**src/rtl/core/pointer_cursor_tracker_macros.svh**
```systemverilog
// Assertion macros shared by the cursor tracker RTL.
`ifndef POINTER_CURSOR_TRACKER_MACROS_SVH
`define POINTER_CURSOR_TRACKER_MACROS_SVH

// Same-cycle implication, disabled during reset.
`define PCT_ASSERT_NOW(label, clk, rst_n, cond, expr) \
	label: assert property (@(posedge clk) disable iff (!(rst_n)) (cond) |-> (expr)) \
		else $error("pointer cursor tracker check failed");

// Next-cycle implication, disabled during reset.
`define PCT_ASSERT_NEXT(label, clk, rst_n, cond, expr) \
	label: assert property (@(posedge clk) disable iff (!(rst_n)) (cond) |=> (expr)) \
		else $error("pointer cursor tracker check failed");

`endif

```
**src/rtl/core/pct_pkg.sv**
```systemverilog
package pct_pkg;

	// Screen size
	localparam int SCREEN_WIDTH  = 320;
	localparam int SCREEN_HEIGHT = 200;

	// Field widths
	localparam int CURSOR_X_W = 9;
	localparam int CURSOR_Y_W = 8;
	localparam int KEY_W      = 8;
	localparam int POT_W      = 8;
	localparam int PORT_W     = 5;

	// Signed width of the unclamped position sum (covers screens up to 1024)
	localparam int POS_SUM_W = 12;

	// Configuration register indexes
	localparam logic CFG_OVERRIDE_KEY  = 1'b0;
	localparam logic CFG_CURSOR_ENABLE = 1'b1;

	// Port bit positions (active low)
	localparam int PA_UP    = 0;
	localparam int PA_DOWN  = 1;
	localparam int PA_LEFT  = 2;
	localparam int PA_RIGHT = 3;
	localparam int PA_FIRE  = 4;
	localparam int PB_RMB   = 0;
	localparam int PB_FIRE  = 4;

	typedef struct packed {
		logic [POT_W-1:0]  pot_x;
		logic [POT_W-1:0]  pot_y;
		logic [PORT_W-1:0] port_a_bits;
		logic [PORT_W-1:0] port_b_bits;
		logic [KEY_W-1:0]  key_code;
		logic              key_taken;
	} pct_in_t;

	typedef struct packed {
		logic [CURSOR_X_W-1:0] cursor_x;
		logic [CURSOR_Y_W-1:0] cursor_y;
		logic                  left_button;
		logic [KEY_W-1:0]      pending_key;
		logic                  key_dequeue;
	} pct_out_t;

endpackage

```
**src/rtl/core/pct_delta.sv**
```systemverilog
module pct_delta (
	input  logic [pct_pkg::POT_W-1:0] pot,
	input  logic [pct_pkg::POT_W-1:0] last,
	output logic signed [7:0]         accel,
	output logic                      moved
);
	import pct_pkg::*;

	logic [POT_W-1:0]  diff;
	logic [6:0]        d;
	logic [7:0]        e;
	logic [7:0]        e_inc;
	logic signed [7:0] e_half;
	logic signed [5:0] raw;
	logic [5:0]        mag;

	// 7-bit difference, halved with sign, noise pattern dropped
	always_comb begin
		diff   = pot - last;
		d      = diff[6:0];
		e      = {2'b11, d[5:1], 1'b1};
		e_inc  = e + 8'd1;
		e_half = $signed(e_inc) >>> 1;
		if (!d[6]) begin
			raw = $signed({1'b0, d[5:1]});
		end else if (d[5:1] == 5'h1f) begin
			raw = 6'sd0;
		end else begin
			raw = e_half[5:0];
		end
	end

	// Acceleration: x4 above 15, x2 above 10
	always_comb begin
		mag = raw[5] ? 6'(-raw) : raw;
		if (mag > 6'd15) begin
			accel = {raw, 2'b00};
		end else if (mag > 6'd10) begin
			accel = {raw[5], raw, 1'b0};
		end else begin
			accel = {{2{raw[5]}}, raw};
		end
		moved = (raw != 6'sd0);
	end

endmodule

```
**src/rtl/core/pct_key.sv**
```systemverilog
module pct_key (
	input  logic [pct_pkg::KEY_W-1:0] key_code,
	input  logic                      key_taken,
	input  logic [pct_pkg::KEY_W-1:0] key_q,
	input  logic [pct_pkg::KEY_W-1:0] override_key,
	input  logic                      last_rmb,
	input  logic                      rmb,
	output logic [pct_pkg::KEY_W-1:0] key_next,
	output logic                      dequeue
);
	import pct_pkg::*;

	localparam logic [KEY_W-1:0] K_ESC    = 8'h1b;
	localparam logic [KEY_W-1:0] K_STOP   = 8'h03;
	localparam logic [KEY_W-1:0] K_F4     = 8'hf4;
	localparam logic [KEY_W-1:0] K_F1     = 8'hf1;
	localparam logic [KEY_W-1:0] K_F3     = 8'hf3;
	localparam logic [KEY_W-1:0] K_F5     = 8'hf5;
	localparam logic [KEY_W-1:0] K_F8     = 8'hf8;
	localparam logic [KEY_W-1:0] K_F9     = 8'hf9;
	localparam logic [KEY_W-1:0] K_LOWA   = 8'h61;
	localparam logic [KEY_W-1:0] K_LOWZ   = 8'h7a;
	localparam logic [KEY_W-1:0] K_LEFTAR = 8'h1f;
	localparam logic [KEY_W-1:0] K_SPACE  = 8'h20;
	localparam logic [KEY_W-1:0] K_RETURN = 8'h0d;
	localparam logic [KEY_W-1:0] K_LT     = 8'h3c;
	localparam logic [KEY_W-1:0] K_GT     = 8'h3e;

	logic [KEY_W-1:0] mapped;
	logic             hit;
	logic [KEY_W-1:0] kr;

	// Key code translation
	always_comb begin
		hit    = 1'b1;
		mapped = '0;
		if (key_code == K_ESC || key_code == K_STOP || key_code == K_F4) begin
			mapped = override_key;
		end else if (key_code == K_F1) begin
			mapped = 8'd1;
		end else if (key_code == K_F3) begin
			mapped = 8'd2;
		end else if (key_code == K_F5) begin
			mapped = 8'd3;
		end else if (key_code == K_F8) begin
			mapped = 8'd8;
		end else if (key_code == K_F9) begin
			mapped = 8'd5;
		end else if (key_code >= K_LOWA && key_code <= K_LOWZ) begin
			mapped = key_code;
		end else if (key_code == K_LEFTAR || key_code == K_SPACE || key_code == K_RETURN
				|| key_code == K_LT || key_code == K_GT) begin
			mapped = key_code;
		end else begin
			hit = 1'b0;
		end
	end

	// Pending key update; right button falling edge wins last
	always_comb begin
		kr      = key_taken ? '0 : key_q;
		dequeue = 1'b0;
		if (kr == '0) begin
			dequeue = 1'b1;
			if (key_code != '0 && hit) begin
				kr = mapped;
			end
		end
		if (last_rmb && !rmb) begin
			kr = override_key;
		end
		key_next = kr;
	end

endmodule

```
**src/rtl/core/pointer_cursor_tracker.sv**
```systemverilog
// Channel | Dir | Handshake           | Payload
// in      | in  | in_valid / in_stall  | in_data (pct_in_t)
// out     | out | out_valid / out_stall| out_data (pct_out_t)
// cfg     | in  | cfg_valid / cfg_ready| cfg_index, cfg_data
//
// One request per cycle while out_stall is low; each passes the input then the result register.
// All state (cursor, last pot bytes, buttons, key) updates as an item leaves the input register.
// A stalled result holds a full input register; in_stall is out_stall while both hold items.
// Reset clears the cursor, key and button state; cursor_enable resets to 1. cfg_ready is 1.
module pointer_cursor_tracker (
	input  logic                     clk,
	input  logic                     arst_n,
	input  logic                     in_valid,
	output logic                     in_stall,
	input  pct_pkg::pct_in_t         in_data,
	output logic                     out_valid,
	input  logic                     out_stall,
	output pct_pkg::pct_out_t        out_data,
	input  logic                     cfg_valid,
	output logic                     cfg_ready,
	input  logic                     cfg_index,
	input  logic [pct_pkg::KEY_W-1:0] cfg_data
);
	import pct_pkg::*;
	`include "pointer_cursor_tracker_macros.svh"

	localparam logic signed [POS_SUM_W-1:0] X_MAX = POS_SUM_W'(SCREEN_WIDTH - 1);
	localparam logic signed [POS_SUM_W-1:0] Y_MAX = POS_SUM_W'(SCREEN_HEIGHT - 1);
	localparam logic signed [POS_SUM_W-1:0] STEP  = POS_SUM_W'(2);

	// Handshake and pipeline
	logic     valid_s1;
	pct_in_t  in_s1;
	logic     valid_s2;
	pct_out_t out_s2;
	logic     adv2;
	logic     load1;
	logic     fire;

	// Configuration and state
	logic [KEY_W-1:0]      override_key_q;
	logic                  cursor_enable_q;
	logic [CURSOR_X_W-1:0] cursor_x_q;
	logic [CURSOR_Y_W-1:0] cursor_y_q;
	logic [POT_W-1:0]      last_pot_x_q;
	logic [POT_W-1:0]      last_pot_y_q;
	logic                  last_rmb_q;
	logic                  button_q;
	logic [KEY_W-1:0]      key_q;

	// Next-state values
	logic signed [7:0]           ax;
	logic signed [7:0]           ay;
	logic                        moved_x;
	logic                        moved_y;
	logic [KEY_W-1:0]            key_next;
	logic                        dequeue;
	logic signed [POS_SUM_W-1:0] jx;
	logic signed [POS_SUM_W-1:0] jy;
	logic signed [POS_SUM_W-1:0] nx;
	logic signed [POS_SUM_W-1:0] ny;
	logic [CURSOR_X_W-1:0]       x_next;
	logic [CURSOR_Y_W-1:0]       y_next;
	logic                        button_next;

	assign adv2      = !valid_s2 || !out_stall;
	assign load1     = !valid_s1 || adv2;
	assign fire      = valid_s1 && adv2;
	assign in_stall  = !load1;
	assign cfg_ready = 1'b1;
	assign out_valid = valid_s2;
	assign out_data  = out_s2;

	// Mouse deltas
	pct_delta u_delta_x (
		.pot   (in_s1.pot_x),
		.last  (last_pot_x_q),
		.accel (ax),
		.moved (moved_x)
	);

	pct_delta u_delta_y (
		.pot   (in_s1.pot_y),
		.last  (last_pot_y_q),
		.accel (ay),
		.moved (moved_y)
	);

	// Keyboard
	pct_key u_key (
		.key_code     (in_s1.key_code),
		.key_taken    (in_s1.key_taken),
		.key_q        (key_q),
		.override_key (override_key_q),
		.last_rmb     (last_rmb_q),
		.rmb          (in_s1.port_b_bits[PB_RMB]),
		.key_next     (key_next),
		.dequeue      (dequeue)
	);

	// Joystick steps, up over down and left over right
	always_comb begin
		jy = '0;
		if (!in_s1.port_a_bits[PA_UP]) begin
			jy = -STEP;
		end else if (!in_s1.port_a_bits[PA_DOWN]) begin
			jy = STEP;
		end
		jx = '0;
		if (!in_s1.port_a_bits[PA_LEFT]) begin
			jx = -STEP;
		end else if (!in_s1.port_a_bits[PA_RIGHT]) begin
			jx = STEP;
		end
	end

	// Position sum and clamp
	always_comb begin
		nx = $signed({{(POS_SUM_W-CURSOR_X_W){1'b0}}, cursor_x_q}) + jx;
		if (moved_x) begin
			nx = nx + POS_SUM_W'(ax);
		end
		ny = $signed({{(POS_SUM_W-CURSOR_Y_W){1'b0}}, cursor_y_q}) + jy;
		if (moved_y) begin
			ny = ny - POS_SUM_W'(ay);
		end
		if (nx < 0) begin
			x_next = '0;
		end else if (nx > X_MAX) begin
			x_next = X_MAX[CURSOR_X_W-1:0];
		end else begin
			x_next = nx[CURSOR_X_W-1:0];
		end
		if (ny < 0) begin
			y_next = '0;
		end else if (ny > Y_MAX) begin
			y_next = Y_MAX[CURSOR_Y_W-1:0];
		end else begin
			y_next = ny[CURSOR_Y_W-1:0];
		end
	end

	// Left button follows either fire input when enabled
	assign button_next = cursor_enable_q
		? (!in_s1.port_a_bits[PA_FIRE] || !in_s1.port_b_bits[PB_FIRE]) : button_q;

	// Configuration registers
	always_ff @(posedge clk or negedge arst_n) begin
		if (!arst_n) begin
			override_key_q  <= '0;
			cursor_enable_q <= 1'b1;
		end else if (cfg_valid && cfg_ready) begin
			case (cfg_index)
				CFG_OVERRIDE_KEY:  override_key_q  <= cfg_data;
				CFG_CURSOR_ENABLE: cursor_enable_q <= cfg_data[0];
				default:           override_key_q  <= override_key_q;
			endcase
		end
	end

	// Pipeline control
	always_ff @(posedge clk or negedge arst_n) begin
		if (!arst_n) begin
			valid_s1 <= 1'b0;
			valid_s2 <= 1'b0;
		end else begin
			if (load1) begin
				valid_s1 <= in_valid;
			end
			if (adv2) begin
				valid_s2 <= valid_s1;
			end
		end
	end

	// Input register
	always_ff @(posedge clk) begin
		if (load1 && in_valid) begin
			in_s1 <= in_data;
		end
	end

	// Result register
	always_ff @(posedge clk) begin
		if (fire) begin
			out_s2.cursor_x    <= x_next;
			out_s2.cursor_y    <= y_next;
			out_s2.left_button <= button_next;
			out_s2.pending_key <= key_next;
			out_s2.key_dequeue <= dequeue;
		end
	end

	// Tracker state
	always_ff @(posedge clk or negedge arst_n) begin
		if (!arst_n) begin
			cursor_x_q   <= '0;
			cursor_y_q   <= '0;
			last_pot_x_q <= '0;
			last_pot_y_q <= '0;
			last_rmb_q   <= 1'b0;
			button_q     <= 1'b0;
			key_q        <= '0;
		end else if (fire) begin
			cursor_x_q <= x_next;
			cursor_y_q <= y_next;
			if (moved_x) begin
				last_pot_x_q <= in_s1.pot_x;
			end
			if (moved_y) begin
				last_pot_y_q <= in_s1.pot_y;
			end
			last_rmb_q <= in_s1.port_b_bits[PB_RMB];
			button_q   <= button_next;
			key_q      <= key_next;
		end
	end

	// Checks
	`PCT_ASSERT_NOW(a_stall_has_item, clk, arst_n, in_stall, valid_s1 && valid_s2 && out_stall)
	`PCT_ASSERT_NEXT(a_fire_gives_result, clk, arst_n, fire, out_valid)
	`PCT_ASSERT_NOW(a_x_on_screen, clk, arst_n, out_valid,
		{{(32-CURSOR_X_W){1'b0}}, out_data.cursor_x} < SCREEN_WIDTH)
	`PCT_ASSERT_NOW(a_y_on_screen, clk, arst_n, out_valid,
		{{(32-CURSOR_Y_W){1'b0}}, out_data.cursor_y} < SCREEN_HEIGHT)
	`PCT_ASSERT_NEXT(a_state_tracks_result, clk, arst_n, fire,
		out_data.cursor_x == cursor_x_q && out_data.pending_key == key_q)

endmodule

```
**config.mk**
```make
export PLATFORM = sky130hd
export DESIGN_NAME = pointer_cursor_tracker
export DESIGN_NICKNAME = d
export VERILOG_FILES = /design/src/rtl/core/pct_pkg.sv /design/src/rtl/core/pct_delta.sv /design/src/rtl/core/pct_key.sv /design/src/rtl/core/pointer_cursor_tracker.sv
export VERILOG_INCLUDE_DIRS = /design/src /design/src/rtl/core
export SDC_FILE = /design/constraint.sdc
export NUM_CORES = 1
export LEC_CHECK = 0
export ABC_CLOCK_PERIOD_IN_PS = 17600
export CORE_ASPECT_RATIO = 0.9
export CORE_MARGIN = 1
export CORE_UTILIZATION = 50
export CTS_CLUSTER_DIAMETER = 80
export DETAILED_ROUTE_END_ITERATION = 16
export DONT_BUFFER_PORTS = 1
export GPL_ROUTABILITY_DRIVEN = 0
export GPL_TIMING_DRIVEN = 0
export SYNTH_ARGS = -nofsm -noshare
export SYNTH_HDL_FRONTEND = slang
export SYNTH_SLANG_ARGS = --single-unit
export TNS_END_PERCENT = 1
```
**constraint.sdc**
```tcl
create_clock -name clk -period 17.6 [get_ports clk]
set_input_delay 1.76 -clock clk [delete_from_list [all_inputs] [get_ports clk]]
set_output_delay 1.76 -clock clk [all_outputs]
set_load 0.01 [all_outputs]
```
**Word level (Yosys, flattened, before mapping)**

Cells that the tools add are included.

- $add $sub $neg: 10
- Multiply operators: 0
- Divide/modulo/power cells: 0
- Order comparisons: 10
- Eq/ne operators: 15
- Shift operators: 0
- Mux-type cells: 42
- Bitwise gates (word level): 1
- Reduce and logical (&&, ||, !) cells: 29

Operator list:

| cell | count |
|---|---|
| 8-bit 2-to-1 mux | 14 |
| 8-bit equality test (second input constant) | 6 |
| 12-bit 2-to-1 mux | 4 |
| 6-bit 2-to-1 mux | 8 |
| 8-bit by 6-bit equality test with 1-bit output (second input constant) | 3 |
| 6-bit by 4-bit > comparator with 1-bit output (second input constant) | 4 |
| 12-bit by 1-bit < comparator with 1-bit output (second input constant) | 2 |
| 9-bit 2-to-1 mux | 2 |
| 8-bit by 5-bit equality test with 1-bit output (second input constant) | 2 |
| 7-bit by 2-bit adder with 7-bit output (second input constant) | 2 |
| 7-bit 2-to-1 mux | 2 |
| 7-bit subtractor | 2 |
| 10-bit by 12-bit adder with 12-bit output | 1 |
| 12-bit by 8-bit adder with 12-bit output | 1 |
| 9-bit by 12-bit adder with 12-bit output | 1 |
| 12-bit by 10-bit > comparator with 1-bit output (second input constant) | 1 |
| 12-bit by 9-bit > comparator with 1-bit output (second input constant) | 1 |
| 6-bit negator | 2 |
| 6-bit nonzero test | 2 |
| 12-bit by 8-bit subtractor with 12-bit output | 1 |
| 5-bit equality test (second input constant) | 2 |
| 1-bit 2-to-1 mux | 10 |
| 1-bit logical OR | 9 |
| 8-bit by 2-bit equality test with 1-bit output (second input constant) | 1 |
| 10 further kinds | 24 |

- Flip-flop bits (word level): 112
- Latch bits: 0
- Bits in writable memories: 0
- Bits in read-only memories: 0
- Bits of input ports: 49
- Output and inout bits: 30
- Memories kept: 0

**Longest topological paths before layout**

- Depth in word-level cells: 17
- Gate-level depth with buffers: 28

**Modules after synthesis**

A second synthesis with hierarchy kept.

- Cell total of the unflattened synthesis: 870
- Area total of the unflattened synthesis: 8738.4 um^2

By module, submodules not included:

| module | times used | cells each | area an instance (um^2) | sequential area each (um^2) |
|---|---|---|---|---|
| pointer_cursor_tracker | 1 | 526 | 6159.7 | 3124.2 |
| pct_delta (u_delta_x) | 1 | 128 | 1032.2 | 0.0 |
| pct_delta (u_delta_y) | 1 | 118 | 905.9 | 0.0 |
| pct_key | 1 | 98 | 640.6 | 0.0 |

**Least setup slack after synthesis**

OpenSTA, ideal clock, no wires.

- Path kind: register to register
- Start: register in_s1[19] (netlist bit)
- End: register out_s2 (netlist bit out_data[11]) (data pin)
- Arrival: 6.182 ns
- Path slack: 11.150 ns
- Cell stages (with the launch flop): 28
- Path buffers: 2
- Period minus slack after synthesis: 6.450 ns
- Cells stage by stage: edfxtp_1 > nand2b_1 > fa_1 > a211oi_2 > nor2_1 > xor2_2 > and3_1 > ha_1 > a21o_1 > buf_2 > o21a_1 > ha_1 > o221ai_2 > a2111o_1 > and3_1 > buf_2 > a211oi_1 > nor3_1 > ha_1 > or4_1 > nor3_1 > a21oi_1 > xnor2_1 > o22ai_1 > o22ai_1 > or3_4 > a221oi_1 > nor2_1

- Longest elaborated chain between the ends: 14
- Elaborated cells on any way between the ends: 18

RTL lines:

| element | RTL line | RTL |
|---|---|---|
| from (decl) | pointer_cursor_tracker.sv:33 | `pct_in_t in_s1;` |
| from (signal assigned) | pointer_cursor_tracker.sv:179 | `in_s1 <= in_data;` |
| 7-bit subtractor (*) | pct_delta.sv:19 | `diff = pot - last;` |
| 7-bit by 2-bit adder with 7-bit output or 5-bit equality test (tied branches) | pct_delta.sv:22, pct_delta.sv:26 |  |
| 6-bit 2-to-1 mux | pct_delta.sv:26 | `end else if (d[5:1] == 5'h1f) begin` |
| 6-bit 2-to-1 mux (*) | pct_delta.sv:24 | `if (!d[6]) begin` |
| 6-bit negator | pct_delta.sv:35 | `mag = raw[5] ? 6'(-raw) : raw;` |
| 6-bit 2-to-1 mux | pct_delta.sv:35 |  |
| 6-bit by 4-bit > comparator with 1-bit output | pct_delta.sv:38 | `end else if (mag > 6'd10) begin` |
| 6-bit 2-to-1 mux | pct_delta.sv:38 |  |
| 7-bit 2-to-1 mux | pct_delta.sv:36 | `if (mag > 6'd15) begin` |
| 12-bit by 8-bit subtractor with 12-bit output | pointer_cursor_tracker.sv:125 | `ny = ny - POS_SUM_W'(ay);` |
| 12-bit 2-to-1 mux (*) | pointer_cursor_tracker.sv:124 | `if (moved_y) begin` |
| 12-bit by 9-bit > comparator with 1-bit output | pointer_cursor_tracker.sv:136 | `end else if (ny > Y_MAX) begin` |
| 8-bit 2-to-1 mux | pointer_cursor_tracker.sv:136 |  |
| 8-bit 2-to-1 mux (*) | pointer_cursor_tracker.sv:134 | `if (ny < 0) begin` |
| via y_next[1] | pointer_cursor_tracker.sv:63 | `logic [CURSOR_Y_W-1:0] y_next;` |
| to (decl) | pointer_cursor_tracker.sv:35 | `pct_out_t out_s2;` |

Mark *: on every way through the listed nets, which the timed path passes. The rest lies on a longest branch.
A chain may end at the register's enable or synchronous reset.

**Final worst setup path**

- Start: register in_s1[27] (netlist bit)
- End: register out_s2 (netlist bit out_data[24]) (data pin)

- Longest elaborated chain between the ends: 14
- Elaborated cells on any way between the ends: 18

RTL lines:

| element | RTL line | RTL |
|---|---|---|
| 7-bit subtractor (*) | pct_delta.sv:19 |  |
| 7-bit by 2-bit adder with 7-bit output or 5-bit equality test (tied branches) | pct_delta.sv:22, pct_delta.sv:26 |  |
| 6-bit 2-to-1 mux | pct_delta.sv:26 |  |
| 6-bit 2-to-1 mux (*) | pct_delta.sv:24 |  |
| 6-bit negator | pct_delta.sv:35 |  |
| 6-bit 2-to-1 mux | pct_delta.sv:35 |  |
| 6-bit by 4-bit > comparator with 1-bit output | pct_delta.sv:38 |  |
| 6-bit 2-to-1 mux | pct_delta.sv:38 |  |
| 7-bit 2-to-1 mux | pct_delta.sv:36 |  |
| 12-bit by 8-bit adder with 12-bit output | pointer_cursor_tracker.sv:121 | `nx = nx + POS_SUM_W'(ax);` |
| 12-bit 2-to-1 mux (*) | pointer_cursor_tracker.sv:120 | `if (moved_x) begin` |
| 12-bit by 10-bit > comparator with 1-bit output | pointer_cursor_tracker.sv:129 | `end else if (nx > X_MAX) begin` |
| 9-bit 2-to-1 mux | pointer_cursor_tracker.sv:129 |  |
| 9-bit 2-to-1 mux (*) | pointer_cursor_tracker.sv:127 | `if (nx < 0) begin` |
| via x_next[6] | pointer_cursor_tracker.sv:62 | `logic [CURSOR_X_W-1:0] x_next;` |

Marks and branches as above.

==> impl_metrics.csv <==
group,metric,value,unit
outcome,status,"finished clean",
detailed_routing,drt-pass1-iter-count,5,
critical_path,timing.critical_path.required,17.71,ns
cts,clkSinkCount,109,
cells_and_area,final-seq-area,0.00301,sq mm
detailed_routing,ant_nets,0,
timing,maxSlewHeadroom,38.6,%
timing,unrepaired_setup_endpoints_after_global_routing,"false",
cts,cts.repair_timing.setup_buffer_count,0,
cells_and_area,design.final.nets,942,
min_path,timing.hold.worst.class,"flip-flop to flip-flop",
logic_synthesis,post_synth.cell_area_avg,9.97,sq um
logic_synthesis,number_of_flops_mapped_to_enable_cells_by_yosys,57,
timing,post-route-min-period,7.47,ns
global_routing,grt_max_degree,53,
detailed_routing,routed_wirelength,18.4,mm
timing,fmaxAchievable,134,MHz
critical_path,reg2regPathDepth,25,
cts,cts.hold.buffers_added,0,
cts,h-tree-depth,3,
global_routing,use_met1,31.4,%
detailed_routing,drt_first_iter_violations,397,
critical_path,critPathMostFrequentCell,"ha_1",
logic_synthesis,synth-warning-count,0,
detailed_routing,avgRoutedWirePerCell,17.7,um
cells_and_area,final.fill_count,1414,
detailed_routing,via_per_inst,6.15,
die,dieHeight,123,um
min_path,worstHoldStart,"cursor_x_q[1]",
global_routing,grtUsageTotal,23.1,%
place,dp_hpwl,13.9,mm
global_routing,overflow,0,
die,num_ports,79,
logic_synthesis,synth.ff_latch_count,109,
die,core_area,0.0157,sq mm
place,post_dp_cell_area,0.00843,sq mm
critical_path,critical_path.reg2reg.endpoint,"out_data[24]",
global_routing,gr-usage-met3,5.17,%
timing,min_period_over_period,42.5,%
logic_synthesis,post_synth_inst_count,820,
cts,insertion_delay,0.37,ns
cts,tritoncts,"done",
logic_synthesis,post_synth_num_cell_types,93,
critical_path,reg2reg_slack,10.13,ns
place,total_of_buffers_placed_on_input_and_output_ports,0,
die,placement_rows,43,
min_path,worstHoldEndpoint,"cursor_x_q[1]",
min_path,hold-path-cell-count,2,
die,total_die_area,0.0169,sq mm
timing,setup_violators_final,0,
global_routing,vias_in_the_first_global_route,5994,
cts,cts.clk_slew.worst_paths,0.09,ns
global_routing,met2_usage,37.2,%
cts,cts_buffers,9,
cells_and_area,antennaDiodeCount,0,
cells_and_area,finish.instance_area,0.00872,sq mm
critical_path,crit_path_top_delay_cell,"fa_1",
cells_and_area,fin_util,55.5,%
global_routing,grt_antenna_before_repair,0,
cts,cts_resized,0,
timing,clock-skew-final,0.0124,ns
critical_path,endpoint_kind,"flip-flop",
logic_synthesis,synthesis.area,0.00818,sq mm
die,dieWidth,137,um
cells_and_area,drive_above_1_share,12.1,%
timing,final-max-slew-violation-count,0,
critical_path,worst-setup-path-type,"flip-flop to flip-flop",
job,cap_violations,0,
detailed_routing,route.vias.total,6380,
critical_path,cp.buffers_inverters,1,
critical_path,crit_path_start_kind,"flip-flop",
critical_path,cp_slowest_stage_delay,0.44,ns
logic_synthesis,synth_flop_cell,"edfxtp_1",
cells_and_area,multi_input_area,0.00489,sq mm
critical_path,cp_top_family,"compound AO/OA/AOI/OAI gates",
timing,worst-slew-pin-transition,0.921,ns
global_routing,global_route.peak_usage_layer,"met2",
cells_and_area,area_growth,6.70,%
timing,fin_setup_tns,0,ns
cts,cts.path.max_buffers,2,
timing,report.final.hold_viol_count,0,
timing,timing.hold.ws,0.495,ns
logic_synthesis,asyncSetResetFlopFracSynth,47.7,%
global_routing,wire_length_of_the_first_global_routing_pass,30.3,mm
logic_synthesis,synth_seq_area_share,36.9,%
critical_path,arrival,7.58,ns
cts,clock-root-buffer,"clkbuf_16",
die,initial_utilization,52.0,%
critical_path,r2r_start,"in_s1[27]",
logic_synthesis,synth_nets,931,
critical_path,path_max_fanout,10,
detailed_routing,number_of_remaining_drc_errors,0,
==> cell usage after synthesis (6+ instances only) <==
library cell | count | area share (%)
and3_1 | 7 | 0.54
o21ai_0 | 32 | 2.0
or3_1 | 6 | 0.46
o21bai_1 | 6 | 0.55
clkbuf_1 | 14 | 0.64
nor2b_1 | 13 | 0.99
nand3_1 | 15 | 0.92
a22o_1 | 6 | 0.64
a31oi_1 | 6 | 0.46
dfrtp_1 | 51 | 16
xnor2_1 | 25 | 2.7
nor3_1 | 27 | 1.7
buf_2 | 8 | 0.49
a211oi_1 | 13 | 1.2
nand2b_1 | 11 | 0.84
mux2_2 | 34 | 4.7
or4_1 | 7 | 0.64
or2_2 | 7 | 0.54
a21oi_1 | 39 | 2.4
fa_1 | 6 | 1.5
o21a_1 | 10 | 0.92
o22ai_1 | 7 | 0.54
a21o_1 | 13 | 1.2
ha_1 | 56 | 8.6
edfxtp_1 | 57 | 21
nor2_1 | 61 | 2.8
nor3b_1 | 6 | 0.55
mux2i_1 | 9 | 1.1
inv_1 | 39 | 1.8
xor2_1 | 13 | 1.4
o211ai_1 | 16 | 1.5
o31ai_1 | 15 | 1.4
nand2_1 | 64 | 2.9
==> layout make-up <==
cell class / count / area share, %
Sequential cell: 109 / 34.5
Buffer: 25 / 1.29
Clock inverter: 6 / 0.731
Inverter: 43 / 1.85
Tap cell: 202 / 2.90
Clock buffer: 10 / 2.62
Multi-Input combinational cell: 643 / 56.1
==> per-layer routing <==
layer,up-vias,part of all wire (%),wire length (um)
met5,-,0,0
met4,0,1.0,184
met3,19,4.2,772
met2,148,46,8530
met1,3069,48,8880
li1,3144,-,-
==> logic make-up (layout without fill, tap and decap cells) <==
family / count (synthesis) / in the layout / synth area share, %
AND/OR/NAND/NOR: 257 / 257 / 16.4
buffers and inverters: 68 / 84 / 3.34
adder cells (fa/ha/maj): 62 / 62 / 10.0
flip-flops: 109 / 109 / 36.9
multiplexers: 47 / 47 / 6.52
AO/OA/AOI/OAI: 235 / 235 / 22.1
XOR/XNOR: 41 / 41 / 4.67
other: 1 / 1 / 0.0459
==> state kept, by name, summed over array words and instances (netlist names), 7 cells and up <==
name / flops
out_data: 27
key_q: 8
cursor_y_q: 8
last_pot_y_q: 7
override_key_q: 8
cursor_x_q: 9
last_pot_x_q: 7
in_s1: 30
==> per-stage QoR <==
stage                     cells  worst slack, ns
after global placement     1022            10.24
after CTS                  1038            10.17
after detailed placement   1022            10.21
after global routing       1038             9.47
after floorplan             820            11.15
final                      1038            10.13
==> layout by cell type, fill, tap and decap left out, drive strengths merged, types with 6 or more instances in the layout <==
master   netlist  layout
a2111oi        6       6
a211oi        15      15
a21o          13      13
a21oi         39      39
a22o           6       6
a31oi          8       8
and3           7       7
buf           11      11
clkbuf        14      24
dfrtp         51      51
edfxtp        57      57
fa             6       6
ha            56      56
inv           42      46
mux2          37      37
mux2i         10      10
nand2         64      64
nand2b        11      11
nand3         15      15
nor2          61      61
nor2b         13      13
nor3          28      28
nor3b          7       7
o211ai        16      16
o21a          10      10
o21ai         33      33
o21bai         6       6
o22ai          7       7
o31ai         18      18
o32ai          6       6
or2            9       9
or3            7       7
or4            7       7
xnor2         26      26
xor2          15      15
==> worst max path at each step <==
stage | start | end | slack [ns] | cells past startpoint
global placement | in_s1[19] | out_data[14] | 10.24 | 27
floorplan | in_s1[19] | out_data[11] | 11.15 | 27
CTS | in_s1[19] | out_data[13] | 10.17 | 27
detailed placement | in_s1[19] | out_data[13] | 10.21 | 27
finish | in_s1[27] | out_data[24] | 10.13 | 25
global route | in_s1[27] | out_data[24] | 9.47 | 25
==> worst min-delay path: cells and delay by family, from the launching register on <==
family / cells / cell delay, ns
AOI/OAI and AO/OA: 1 / 0.06
DFF: 1 / 0.36
and+or+nand+nor: 1 / 0.05
Power is left out: the tool's default activity adds up to more than one toggle a clock period on the data nets, which glitch-free logic cannot reach.
